$ cat src/dsh_pkg.sv
// shared types, codes and the half-step pattern table for the dual stepper sequencer
package dsh_pkg;

	// default amount width and derived run-length limits
	localparam int AMOUNT_WIDTH_DEF = 10;
	localparam int CYCLES_W         = 18;
	localparam int CYCLES_MAX       = (1 << CYCLES_W) - 1;
	localparam int DELAY_W          = 16;
	localparam int SCALE_W          = 8;

	// register defaults
	localparam logic [DELAY_W-1:0] DELAY_RESET  = 16'd200;
	localparam logic [SCALE_W-1:0] DSCALE_RESET = 8'd25;
	localparam logic [SCALE_W-1:0] ASCALE_RESET = 8'd15;

	// configuration register indexes
	localparam logic [1:0] REG_DELAY  = 2'd0;
	localparam logic [1:0] REG_DSCALE = 2'd1;
	localparam logic [1:0] REG_ASCALE = 2'd2;

	// request kinds
	localparam logic [1:0] REQ_TICK  = 2'd0;
	localparam logic [1:0] REQ_START = 2'd1;
	localparam logic [1:0] REQ_STOP  = 2'd2;

	// motions
	localparam logic [1:0] MOT_FWD   = 2'd0;
	localparam logic [1:0] MOT_BWD   = 2'd1;
	localparam logic [1:0] MOT_LEFT  = 2'd2;
	localparam logic [1:0] MOT_RIGHT = 2'd3;

	typedef struct packed {
		logic [DELAY_W-1:0] delay_ticks;
		logic [SCALE_W-1:0] dist_scale;
		logic [SCALE_W-1:0] ang_scale;
	} dsh_cfg_t;

	typedef struct packed {
		logic       done;
		logic       busy;
		logic [3:0] right;
		logic [3:0] left;
	} dsh_res_t;

	// half-step coil pattern for phase p
	function automatic logic [3:0] half_pattern(input logic [2:0] p);
		logic [3:0] pat;
		case (p)
			3'd0: pat = 4'h1;
			3'd1: pat = 4'h3;
			3'd2: pat = 4'h2;
			3'd3: pat = 4'h6;
			3'd4: pat = 4'h4;
			3'd5: pat = 4'hC;
			3'd6: pat = 4'h8;
			default: pat = 4'h9;
		endcase
		return pat;
	endfunction

endpackage

$ cat src/dual_stepper_halfstep_sequencer_unit.sv
// Dual stepper half-step sequencer: one request beat in, one status beat out. Each beat
// (tick, start or stop) is captured in an input register and applied to the sequencer
// state once the output register is free; coil drive and busy/done flags land in the
// output register at that same edge. A new beat is taken every cycle as long as the
// output side keeps up; throughput is set by the single state update per cycle. A tick
// in a run does one delay decrement, one single-coil write on both motors, or ends it.
module dual_stepper_halfstep_sequencer_unit #(
	parameter int AMOUNT_WIDTH = dsh_pkg::AMOUNT_WIDTH_DEF
) (
	input  logic                   clk,
	input  logic                   arst_n,
	// request stream
	input  logic                   s_tvalid,
	output logic                   s_tready,
	input  logic [((2 + AMOUNT_WIDTH + 7) / 8) * 8 - 1:0] s_tdata,  // motion[1:0], amount,
	                                                                // zero pad
	input  logic [1:0]             s_tuser,   // req_type[1:0]
	// status stream
	output logic                   m_tvalid,
	input  logic                   m_tready,
	output logic [15:0]            m_tdata,   // left_coils[3:0], right_coils[3:0],
	                                          // busy_res, done_res, zero pad
	// configuration writes
	input  logic                   cfg_valid,
	output logic                   cfg_ready,
	input  logic [1:0]             cfg_index,
	input  logic [15:0]            cfg_data
);

	logic                    valid_s1;
	logic [1:0]              req_s1, motion_s1;
	logic [AMOUNT_WIDTH-1:0] amount_s1;
	logic                    advance, accept;
	logic                    m_valid_q;
	dsh_pkg::dsh_res_t       res, res_q;
	dsh_pkg::dsh_cfg_t       cfg_q;

	assign advance  = valid_s1 && (!m_valid_q || m_tready);
	assign s_tready = !valid_s1 || advance;
	assign accept   = s_tvalid && s_tready;
	assign cfg_ready = 1'b1;

	// configuration registers
	always_ff @(posedge clk or negedge arst_n) begin
		if (!arst_n) begin
			cfg_q.delay_ticks <= dsh_pkg::DELAY_RESET;
			cfg_q.dist_scale  <= dsh_pkg::DSCALE_RESET;
			cfg_q.ang_scale   <= dsh_pkg::ASCALE_RESET;
		end else if (cfg_valid) begin
			case (cfg_index)
				dsh_pkg::REG_DELAY:  cfg_q.delay_ticks <= cfg_data;
				dsh_pkg::REG_DSCALE: cfg_q.dist_scale  <= cfg_data[7:0];
				dsh_pkg::REG_ASCALE: cfg_q.ang_scale   <= cfg_data[7:0];
				default: begin
				end
			endcase
		end
	end

	// input register
	always_ff @(posedge clk or negedge arst_n) begin
		if (!arst_n) begin
			valid_s1 <= 1'b0;
		end else if (accept) begin
			valid_s1 <= 1'b1;
		end else if (advance) begin
			valid_s1 <= 1'b0;
		end
	end

	always_ff @(posedge clk) begin
		if (accept) begin
			req_s1    <= s_tuser;
			motion_s1 <= s_tdata[1:0];
			amount_s1 <= s_tdata[AMOUNT_WIDTH+1:2];
		end
	end

	dsh_core #(
		.AMOUNT_WIDTH(AMOUNT_WIDTH)
	) u_core (
		.clk    (clk),
		.arst_n (arst_n),
		.advance(advance),
		.req    (req_s1),
		.motion (motion_s1),
		.amount (amount_s1),
		.cfg    (cfg_q),
		.res    (res)
	);

	// output register
	always_ff @(posedge clk or negedge arst_n) begin
		if (!arst_n) begin
			m_valid_q <= 1'b0;
		end else if (advance) begin
			m_valid_q <= 1'b1;
		end else if (m_tready) begin
			m_valid_q <= 1'b0;
		end
	end

	always_ff @(posedge clk) begin
		if (advance) begin
			res_q <= res;
		end
	end

	assign m_tvalid = m_valid_q;
	assign m_tdata  = {6'b0, res_q.done, res_q.busy, res_q.right, res_q.left};

	// a finished run is never reported as still busy
	assert property (@(posedge clk) disable iff (!arst_n)
		m_valid_q && res_q.done |-> !res_q.busy)
		else $error("done and busy both set on a status beat");

	// input side stalls only while a beat waits in the input register
	assert property (@(posedge clk) disable iff (!arst_n)
		!s_tready |-> valid_s1)
		else $error("request stream stalled with empty input register");

	// every processed beat lands in the output register
	assert property (@(posedge clk) disable iff (!arst_n)
		advance |=> m_valid_q)
		else $error("processed beat lost before the output register");

endmodule

$ cat src/dsh_core.sv
// sequencer state and the per-item update logic
module dsh_core #(
	parameter int AMOUNT_WIDTH = dsh_pkg::AMOUNT_WIDTH_DEF
) (
	input  logic                    clk,
	input  logic                    arst_n,
	input  logic                    advance,
	input  logic [1:0]              req,
	input  logic [1:0]              motion,
	input  logic [AMOUNT_WIDTH-1:0] amount,
	input  dsh_pkg::dsh_cfg_t       cfg,
	output dsh_pkg::dsh_res_t       res
);

	localparam int PROD_W = dsh_pkg::SCALE_W + AMOUNT_WIDTH;

	logic [3:0]                     left_q, right_q, left_d, right_d;
	logic [2:0]                     phase_q, phase_d;
	logic [1:0]                     coil_q, coil_d;
	logic [dsh_pkg::CYCLES_W-1:0]   cycles_q, cycles_d, total;
	logic [dsh_pkg::DELAY_W-1:0]    delay_q, delay_d;
	logic [1:0]                     motion_q, motion_d;
	logic                           running_q, running_d, done_d;
	logic [PROD_W-1:0]              prod;
	logic [31:0]                    prod_ext;
	logic [dsh_pkg::SCALE_W-1:0]    scale;
	logic [2:0]                     pl, pr;
	logic [3:0]                     mask;

	// run length, saturated to the counter width
	always_comb begin
		scale    = (motion == dsh_pkg::MOT_FWD || motion == dsh_pkg::MOT_BWD) ?
			cfg.dist_scale : cfg.ang_scale;
		prod     = PROD_W'(scale) * PROD_W'(amount);
		prod_ext = 32'(prod);
		if (prod_ext > 32'(dsh_pkg::CYCLES_MAX)) begin
			total = '1;
		end else begin
			total = prod_ext[dsh_pkg::CYCLES_W-1:0];
		end
	end

	// phase for each motor, mirrored phase is 7 - p
	always_comb begin
		case (motion_q)
			dsh_pkg::MOT_FWD: begin
				pl = phase_q;
				pr = phase_q;
			end
			dsh_pkg::MOT_BWD: begin
				pl = ~phase_q;
				pr = ~phase_q;
			end
			dsh_pkg::MOT_LEFT: begin
				pl = phase_q;
				pr = ~phase_q;
			end
			default: begin
				pl = ~phase_q;
				pr = phase_q;
			end
		endcase
		mask = 4'b0001 << coil_q;
	end

	// next state for one item
	always_comb begin
		left_d    = left_q;
		right_d   = right_q;
		phase_d   = phase_q;
		coil_d    = coil_q;
		cycles_d  = cycles_q;
		delay_d   = delay_q;
		motion_d  = motion_q;
		running_d = running_q;
		done_d    = 1'b0;
		case (req)
			dsh_pkg::REQ_TICK: begin
				if (running_q) begin
					if (delay_q != '0) begin
						delay_d = delay_q - 1'b1;
					end else if (cycles_q == '0) begin
						running_d = 1'b0;
						done_d    = 1'b1;
						if (motion_q != dsh_pkg::MOT_FWD) begin
							left_d  = '0;
							right_d = '0;
						end
					end else begin
						left_d  = (left_q & ~mask) | (dsh_pkg::half_pattern(pl) & mask);
						right_d = (right_q & ~mask) | (dsh_pkg::half_pattern(pr) & mask);
						coil_d  = coil_q + 1'b1;
						if (coil_q == 2'd3) begin
							phase_d = phase_q + 1'b1;
							if (phase_q == 3'd7) begin
								cycles_d = cycles_q - 1'b1;
							end
						end
						delay_d = (cfg.delay_ticks == '0) ? '0 : cfg.delay_ticks - 1'b1;
					end
				end
			end
			dsh_pkg::REQ_START: begin
				if (!running_q) begin
					motion_d  = motion;
					phase_d   = '0;
					coil_d    = '0;
					delay_d   = '0;
					cycles_d  = total;
					running_d = (total != '0);
					if (total == '0) begin
						done_d = 1'b1;
						if (motion != dsh_pkg::MOT_FWD) begin
							left_d  = '0;
							right_d = '0;
						end
					end
				end
			end
			dsh_pkg::REQ_STOP: begin
				left_d    = '0;
				right_d   = '0;
				running_d = 1'b0;
				done_d    = running_q;
			end
			default: begin
			end
		endcase
	end

	// state registers
	always_ff @(posedge clk or negedge arst_n) begin
		if (!arst_n) begin
			left_q    <= '0;
			right_q   <= '0;
			phase_q   <= '0;
			coil_q    <= '0;
			cycles_q  <= '0;
			delay_q   <= '0;
			motion_q  <= dsh_pkg::MOT_FWD;
			running_q <= 1'b0;
		end else if (advance) begin
			left_q    <= left_d;
			right_q   <= right_d;
			phase_q   <= phase_d;
			coil_q    <= coil_d;
			cycles_q  <= cycles_d;
			delay_q   <= delay_d;
			motion_q  <= motion_d;
			running_q <= running_d;
		end
	end

	assign res.left  = left_d;
	assign res.right = right_d;
	assign res.busy  = running_d;
	assign res.done  = done_d;

endmodule

$ cat config.mk
export PLATFORM = sky130hd
export DESIGN_NAME = dual_stepper_halfstep_sequencer_unit
export DESIGN_NICKNAME = d
export VERILOG_FILES = /design/src/dsh_pkg.sv /design/src/dual_stepper_halfstep_sequencer_unit.sv /design/src/dsh_core.sv
export SDC_FILE = /design/constraint.sdc
export NUM_CORES = 1
export LEC_CHECK = 0
export BUFFER_PORTS_ARGS = -buffer_cell sky130_fd_sc_hd__buf_2
export CAP_MARGIN = 20
export CORE_ASPECT_RATIO = 1.25
export CORE_MARGIN = 3
export CORE_UTILIZATION = 40
export DETAILED_ROUTE_END_ITERATION = 16
export PLACE_DENSITY = 0.61
export REMOVE_ABC_BUFFERS = 1
export SKIP_LAST_GASP = 1
export SLEW_MARGIN = 5
export SYNTH_ARGS = -nofsm -noshare
export SYNTH_HDL_FRONTEND = slang
export SYNTH_SLANG_ARGS = --single-unit
$ cat constraint.sdc
create_clock -name clk -period 7.2 [get_ports clk]
set_input_delay 1.44 -clock clk [delete_from_list [all_inputs] [get_ports clk]]
set_output_delay 1.44 -clock clk [all_outputs]
set_load 0.005 [all_outputs]
==> out/results.txt, run 1 <==
Drt wl/cell: 15.5 um
I/O pins: 60
Fmax: 157 MHz
Worst-Skew Late Latency: 0.36 ns
First-pass GRT wire length: 33.5 mm
DRC viols: 0
Fin nets: 1114
Number of synthesized flops with an enable pin: 24
Syn Area/Cell: 9.25 um^2
Hold Fails Final Rpt: 0
PortBufs: 48
DRT Pass-1 Iters: 5
WS Path Type: register to register
Max IR drop VDD: 0.307 mV
Layout area overhead: 9.51%
Clk sink count: 108
Synth Register Bits: 108
Hold Buf Count CTS: 0
Final core occ: 45.1%
Met2 GRT Util: 30.3%
Antenna violations before repair: 0
Number of buffers created by CTS: 9
Met3 usage: 2.26%
Die area: 23500 um^2
Yosys top cell by area: dfrtp_1
Number of global-route vias before repair: 6881
Top Family by Delay on Critical Path: adder cells
Rel. slew slack: 43.1%
Worst Setup Start Kind: register
Final ANT Viol Nets: 0
Top cell type's share of synthesized area: 21.4%
Cell Area, Synth: 8670 um^2
PD cells: 446 nW/um^2
Worst-path cell chain: mux2_2 > nand2_1 > fa_1 > fa_1 > fa_1 > fa_1 > inv_1 > ha_1 > a21oi_1 > o211ai_1 > a2111oi_0 > or4_1 > nand2_1 > nor4_2 > and2b_1 > o21ai_0
Post-CTS Resized: 0
Clk buf depth: 2
Critical path buffer and inverter count: 1
Core Area: 21000 um^2
Busiest layer in global routing: met2
Remaining Overflow, GRT: 0
Crit. End Element: register
Number of distinct library cells after synthesis: 77
Via density: 5.45
N_diodes: 0
Met1 global-route usage: 22.5%
DP Wirelength: 14.6 mm
Slowest CP cell: edfxtp_1
Setup TNS: 0 ns
Synth area leaders: dfrtp_1 21%, fa_1 11%, edfxtp_1 8.3%, ha_1 7.2%, mux2_2 5.2%
CP arrival: 6.45 ns
Worst R2R End: m_tdata[6]
Post-layout min period: 6.36 ns
Top FF cell, synth: dfrtp_1
MaxCap Viol Count: 0
Largest net degree at the start of global routing: 48
Unrepaired setup endpoints after global routing: no
Final period util: 88.3%
Worst-path clk slew: 0.08 ns
Post-Synthesis Cells: 937
Crit path from: motion_s1[1]
Finished Layout Cells: 1254
Hold Path Sink: cfg_q[7]
Worst Hold Class: register to register
Status: complete, no violations
WHS Path Cells: 1
Clock Skews: 0.0124 ns
Placed cell count: 1238
Seq/Total Area, Yosys: 32.7%
Worst Hold Launch: cfg_q[7]
GRT Total Usage: 17.4%
Setup Viol. Count Final: 0
Max FO, Critical Path: 15
Max-slew violations: 0
Yosys warnings: 0
Initial core utilization: 41.2%
CTS tree: done
Share of post-route cells with drive strength above 1: 15.3%
Root Driver: clkbuf_16
Row count: 59
Chip width: 138 um
Drt initial violations: 338
Crit path depth: 16
Worst slew pin tran: 0.842 ns
Htree depth: 3
Setup Buffers After CTS: 0
Die H: 171 um
Asr flop ratio synth: 77.8%
Worst path most repeated cell: fa_1
RR Startpoint: motion_s1[1]
R2R depth: 16
Worst hold slack: 0.506 ns
Via count: 6840
Register-to-Register Setup Slack: 0.84 ns
GPL Wtd Cong: 0.841
CP peak stage delay: 0.66 ns
Leakage power: 0.00415 uW
Worst endpoint required time: 7.29 ns
WL final: 19.4 mm
per-layer routing:
metal  routed length (um)  vias up
li1                     -     3354
met1                 8590     3342
met2                 9970      119
met3                  524       25
met4                  362        0
met5                    0        -
Yosys cell counts (4+ instances only):
cell type    n
a21o_1       4
a21oi_1     49
a22o_1       7
a31oi_1      9
and2_1      20
buf_2        6
buf_4        8
clkbuf_1    20
dfrtp_1     74
dfstp_2     10
edfxtp_1    24
fa_1        48
ha_1        50
inv_1       79
mux2_2      40
mux2i_1      9
nand2_1    110
nand2b_1    14
nand3_1     12
nand3b_1     6
nor2_1      58
nor2b_1     23
nor3_1      25
nor3b_1      5
nor4_1       9
o21a_1       4
o21ai_0     79
o21bai_1     8
o22ai_1     10
o31ai_1      4
or3_1        7
xnor2_1      9
xor2_1      12
worst reg2reg max path, stage by stage (launching register included):
cell,delay [ns]
edfxtp_1,0.66
mux2_2,0.52
nand2_1,0.13
fa_1,0.45
fa_1,0.52
fa_1,0.52
fa_1,0.58
inv_1,0.05
ha_1,0.36
a21oi_1,0.37
o211ai_1,0.28
a2111oi_0,0.46
or4_1,0.20
nand2_1,0.08
nor4_2,0.26
and2b_1,0.50
o21ai_0,0.16
per-stage QoR:
stage	worst slack (ns)	area (um^2)	total power (uW)
6_report	0.841	9490	4230
5_1_grt	0.384	9490	4730
3_3_place_gp	0.871	9180	3710
2_1_floorplan	1.57	8510	3070
3_5_place_dp	0.868	9190	3740
4_1_cts	0.823	9490	4280
area by class of cell:
cell class                 instances  area (um^2)
inverter                          80          300
fill                            2069        11500
timing repair buffer              59          329
tap                              274          343
clock inverter                     3         23.8
multi-input combinational        717         5380
clock buffer                      13          282
sequential                       108         2840
registers in the layout (all words and copies together), names as in the netlist, 2 cells and up:
name / count
cfg_q: 32
amount_s1: 10
u_core.right_q: 4
u_core.phase_q: 3
u_core.left_q: 4
u_core.motion_q: 2
motion_s1: 2
u_core.delay_q: 16
req_s1: 2
m_tdata: 10
u_core.coil_q: 2
u_core.cycles_q: 18
power by group:
group	switching, uW	internal [uW]
logic	1630	1140
clock network	227	277
registers	163	799
total	2020	2210
cell families after synthesis:
| group | count (synthesis) | share of synthesized area (%) |
|---|---|---|
| and+or+nand+nor | 318 | 18.6 |
| other | 2 | 0.0866 |
| DFF | 108 | 32.7 |
| AOI/OAI and AO/OA | 224 | 16.5 |
| muxes | 49 | 6.23 |
| adders and majority gates | 98 | 18.3 |
| xor gates and xnor gates | 21 | 2.12 |
| buffers and inverters | 117 | 5.50 |
cell usage in the layout (no fill, tap or decap), drive strengths merged, types with 20 or more instances in the layout:
cell type,n
a21oi,49
and2,20
buf,59
dfrtp,74
edfxtp,24
fa,48
ha,50
inv,82
mux2,40
nand2,111
nor2,58
nor2b,23
nor3,26
o21ai,83
worst max-delay path by stage:
stage / endpoint / slack (ns)
6_report: m_tdata[6] / 0.84
5_1_grt: m_tdata[6] / 0.38
4_1_cts: m_tdata[6] / 0.82
3_5_place_dp: m_tdata[6] / 0.87
3_3_place_gp: m_tdata[6] / 0.87
2_1_floorplan: m_tdata[2] / 1.57
Note: power is estimated with default switching activity, not from simulation.
==> run 2, diff against run 1 <==
- RECOVER_POWER: default -> 100
==> run 2 against run 1 <==
The run now ends with capacitance limit, slew limit left. Die area is the same. Worst hold slack got worse by 0.012 ns. Count of clock-buffer cells in the layout unchanged. Power is 0.29% lower. Setup slack got worse by 0.046 ns. Via count down 0.28%. Largest power group unchanged.
==> out/results.txt, run 2 (synthesis gave the netlist of run 1 again) <==
Status: finished, violations left
Failing checks: capacitance limit, slew limit
Most frequent cells in the layout: 111 x nand2_1, 81 x o21ai_0, 80 x inv_1
Drt initial violations: 347
Antenna violations before repair: 0
GPL Wtd Cong: 0.841
Biggest registers after layout: cfg_q x32, u_core.cycles_q x18, u_core.delay_q x16
Number of global-route vias before repair: 6881
Leakage power: 0.00408 uW
Clk sink count: 108
Most common cell after layout, fill and taps aside: nand2_1
Worst setup margin: 0.795 ns
Max-slew violations: 123
Worst Hold Class: register to register
Rel. slew slack: -77.4%
Post-layout min period: 6.40 ns
GRT Total Usage: 17.4%
DRC viols: 0
Worst endpoint required time: 7.29 ns
Die H: 171 um
Max FO, Critical Path: 15
Worst-path clk slew: 0.07 ns
Share of post-route cells with drive strength above 1: 12.4%
WS Path Type: register to register
Switching Fraction: 47.7%
Most flops, register: cfg_q
Via density: 5.44
Post-CTS Resized: 0
Final ANT Viol Nets: 0
Htree depth: 3
MaxCap Viol Count: 4
DRT Pass-1 Iters: 5
Clock Skews: 0.0126 ns
Drt wl/cell: 15.5 um
I/O pins: 60
Hold Fails Final Rpt: 0
First-pass GRT wire length: 33.5 mm
Fin nets: 1114
Core Area: 21000 um^2
PortBufs: 48
Clk buf depth: 2
Via count: 6821
Die area: 23500 um^2
Combinational Power Share: 65.3%
Initial core utilization: 41.2%
CTS tree: done
Worst slew pin tran: 2.66 ns
Unrepaired setup endpoints after global routing: no
Setup TNS: 0 ns
Final period util: 89.0%
Setup Buffers After CTS: 0
Remaining Overflow, GRT: 0
Clock power frac: 11.9%
Sw Pwr: 2010 uW
Setup slack at placement: 0.868 ns
Fmax: 156 MHz
RR Startpoint: motion_s1[1]
Int Power: 2210 uW
Row count: 59
WL final: 19.4 mm
DP Wirelength: 14.6 mm
Worst Hold Launch: valid_s1
Worst Setup Start Kind: register
Max IR drop VDD: 0.307 mV
Hold Buf Count CTS: 0
Crit path from: motion_s1[1]
Worst-Skew Late Latency: 0.36 ns
Layout area overhead: 8.43%
Number of flip-flops in the largest register: 32
Setup Viol. Count Final: 0
Fillers: 2089
PD cells: 449 nW/um^2
Root Driver: clkbuf_16
N_diodes: 0
Crit. End Element: register
Number of buffers created by CTS: 9
CP arrival: 6.49 ns
Chip width: 138 um
Pwr Total: 4220 uW
Largest net degree at the start of global routing: 48
Seq pwr share: 22.8%
## run 2: power by group through the flow
stage,Clock (uW),Combinational (uW),Sequential [uW]
after floorplan,0,2140,926
after global placement,0,2750,965
after detailed placement,0,2770,968
after CTS,521,2800,959
after global routing,544,3180,991
final,504,2750,961
## run 2: layout make-up
| type | instances | area [um^2] | area share [%] |
|---|---|---|---|
| Clock inverter | 3 | 23.8 | 0.253 |
| Tap cell | 274 | 343 | 3.65 |
| Multi-Input combinational cell | 717 | 5320 | 56.6 |
| Timing Repair Buffer | 59 | 295 | 3.14 |
| Inverter | 80 | 300 | 3.19 |
| Clock buffer | 13 | 282 | 2.99 |
| Sequential cell | 108 | 2840 | 30.2 |
## run 2: final timing paths
path	end	slack, ns	cells past startpoint
min reg2reg	m_tvalid	0.49	1
min	m_tvalid	0.49	1
max	m_tdata[6]	0.80	16
max in group asynchronous	u_core.cycles_q[9]	2.27	2
max reg2reg	m_tdata[6]	0.80	16
min in group asynchronous	u_core.delay_q[13]	1.61	1
## run 2: metrics by stage
stage          area [um^2]  hold WS, ns  utilization, %  std cells
2_1_floorplan         8510        0.469               -        905
3_5_place_dp          9190        0.491            43.7       1238
3_3_place_gp          9180        0.480            43.6       1237
5_1_grt               9400        0.521            44.7       1254
4_1_cts               9490        0.507            45.1       1254
6_report              9400        0.494            44.7       1254
## run 2: worst max-delay path: stages, from the launching register on
cell	delay, ns
edfxtp_1	0.61
mux2_1	0.54
nand2_1	0.14
fa_1	0.53
fa_1	0.53
fa_1	0.54
fa_1	0.55
inv_1	0.04
ha_1	0.37
a21o_1	0.20
a21oi_1	0.29
a21boi_0	0.14
o41ai_1	0.40
xnor2_1	0.20
nor4_2	0.40
and2b_1	0.49
o21ai_0	0.16
## run 2: metal layers
metal	routed length (um)	GRT usage, %	vias to the layer above
met5	0	0	-
met4	314	5.21	0
met3	592	2.26	22
met2	9990	30.3	114
met1	8520	22.5	3333
li1	-	-	3352
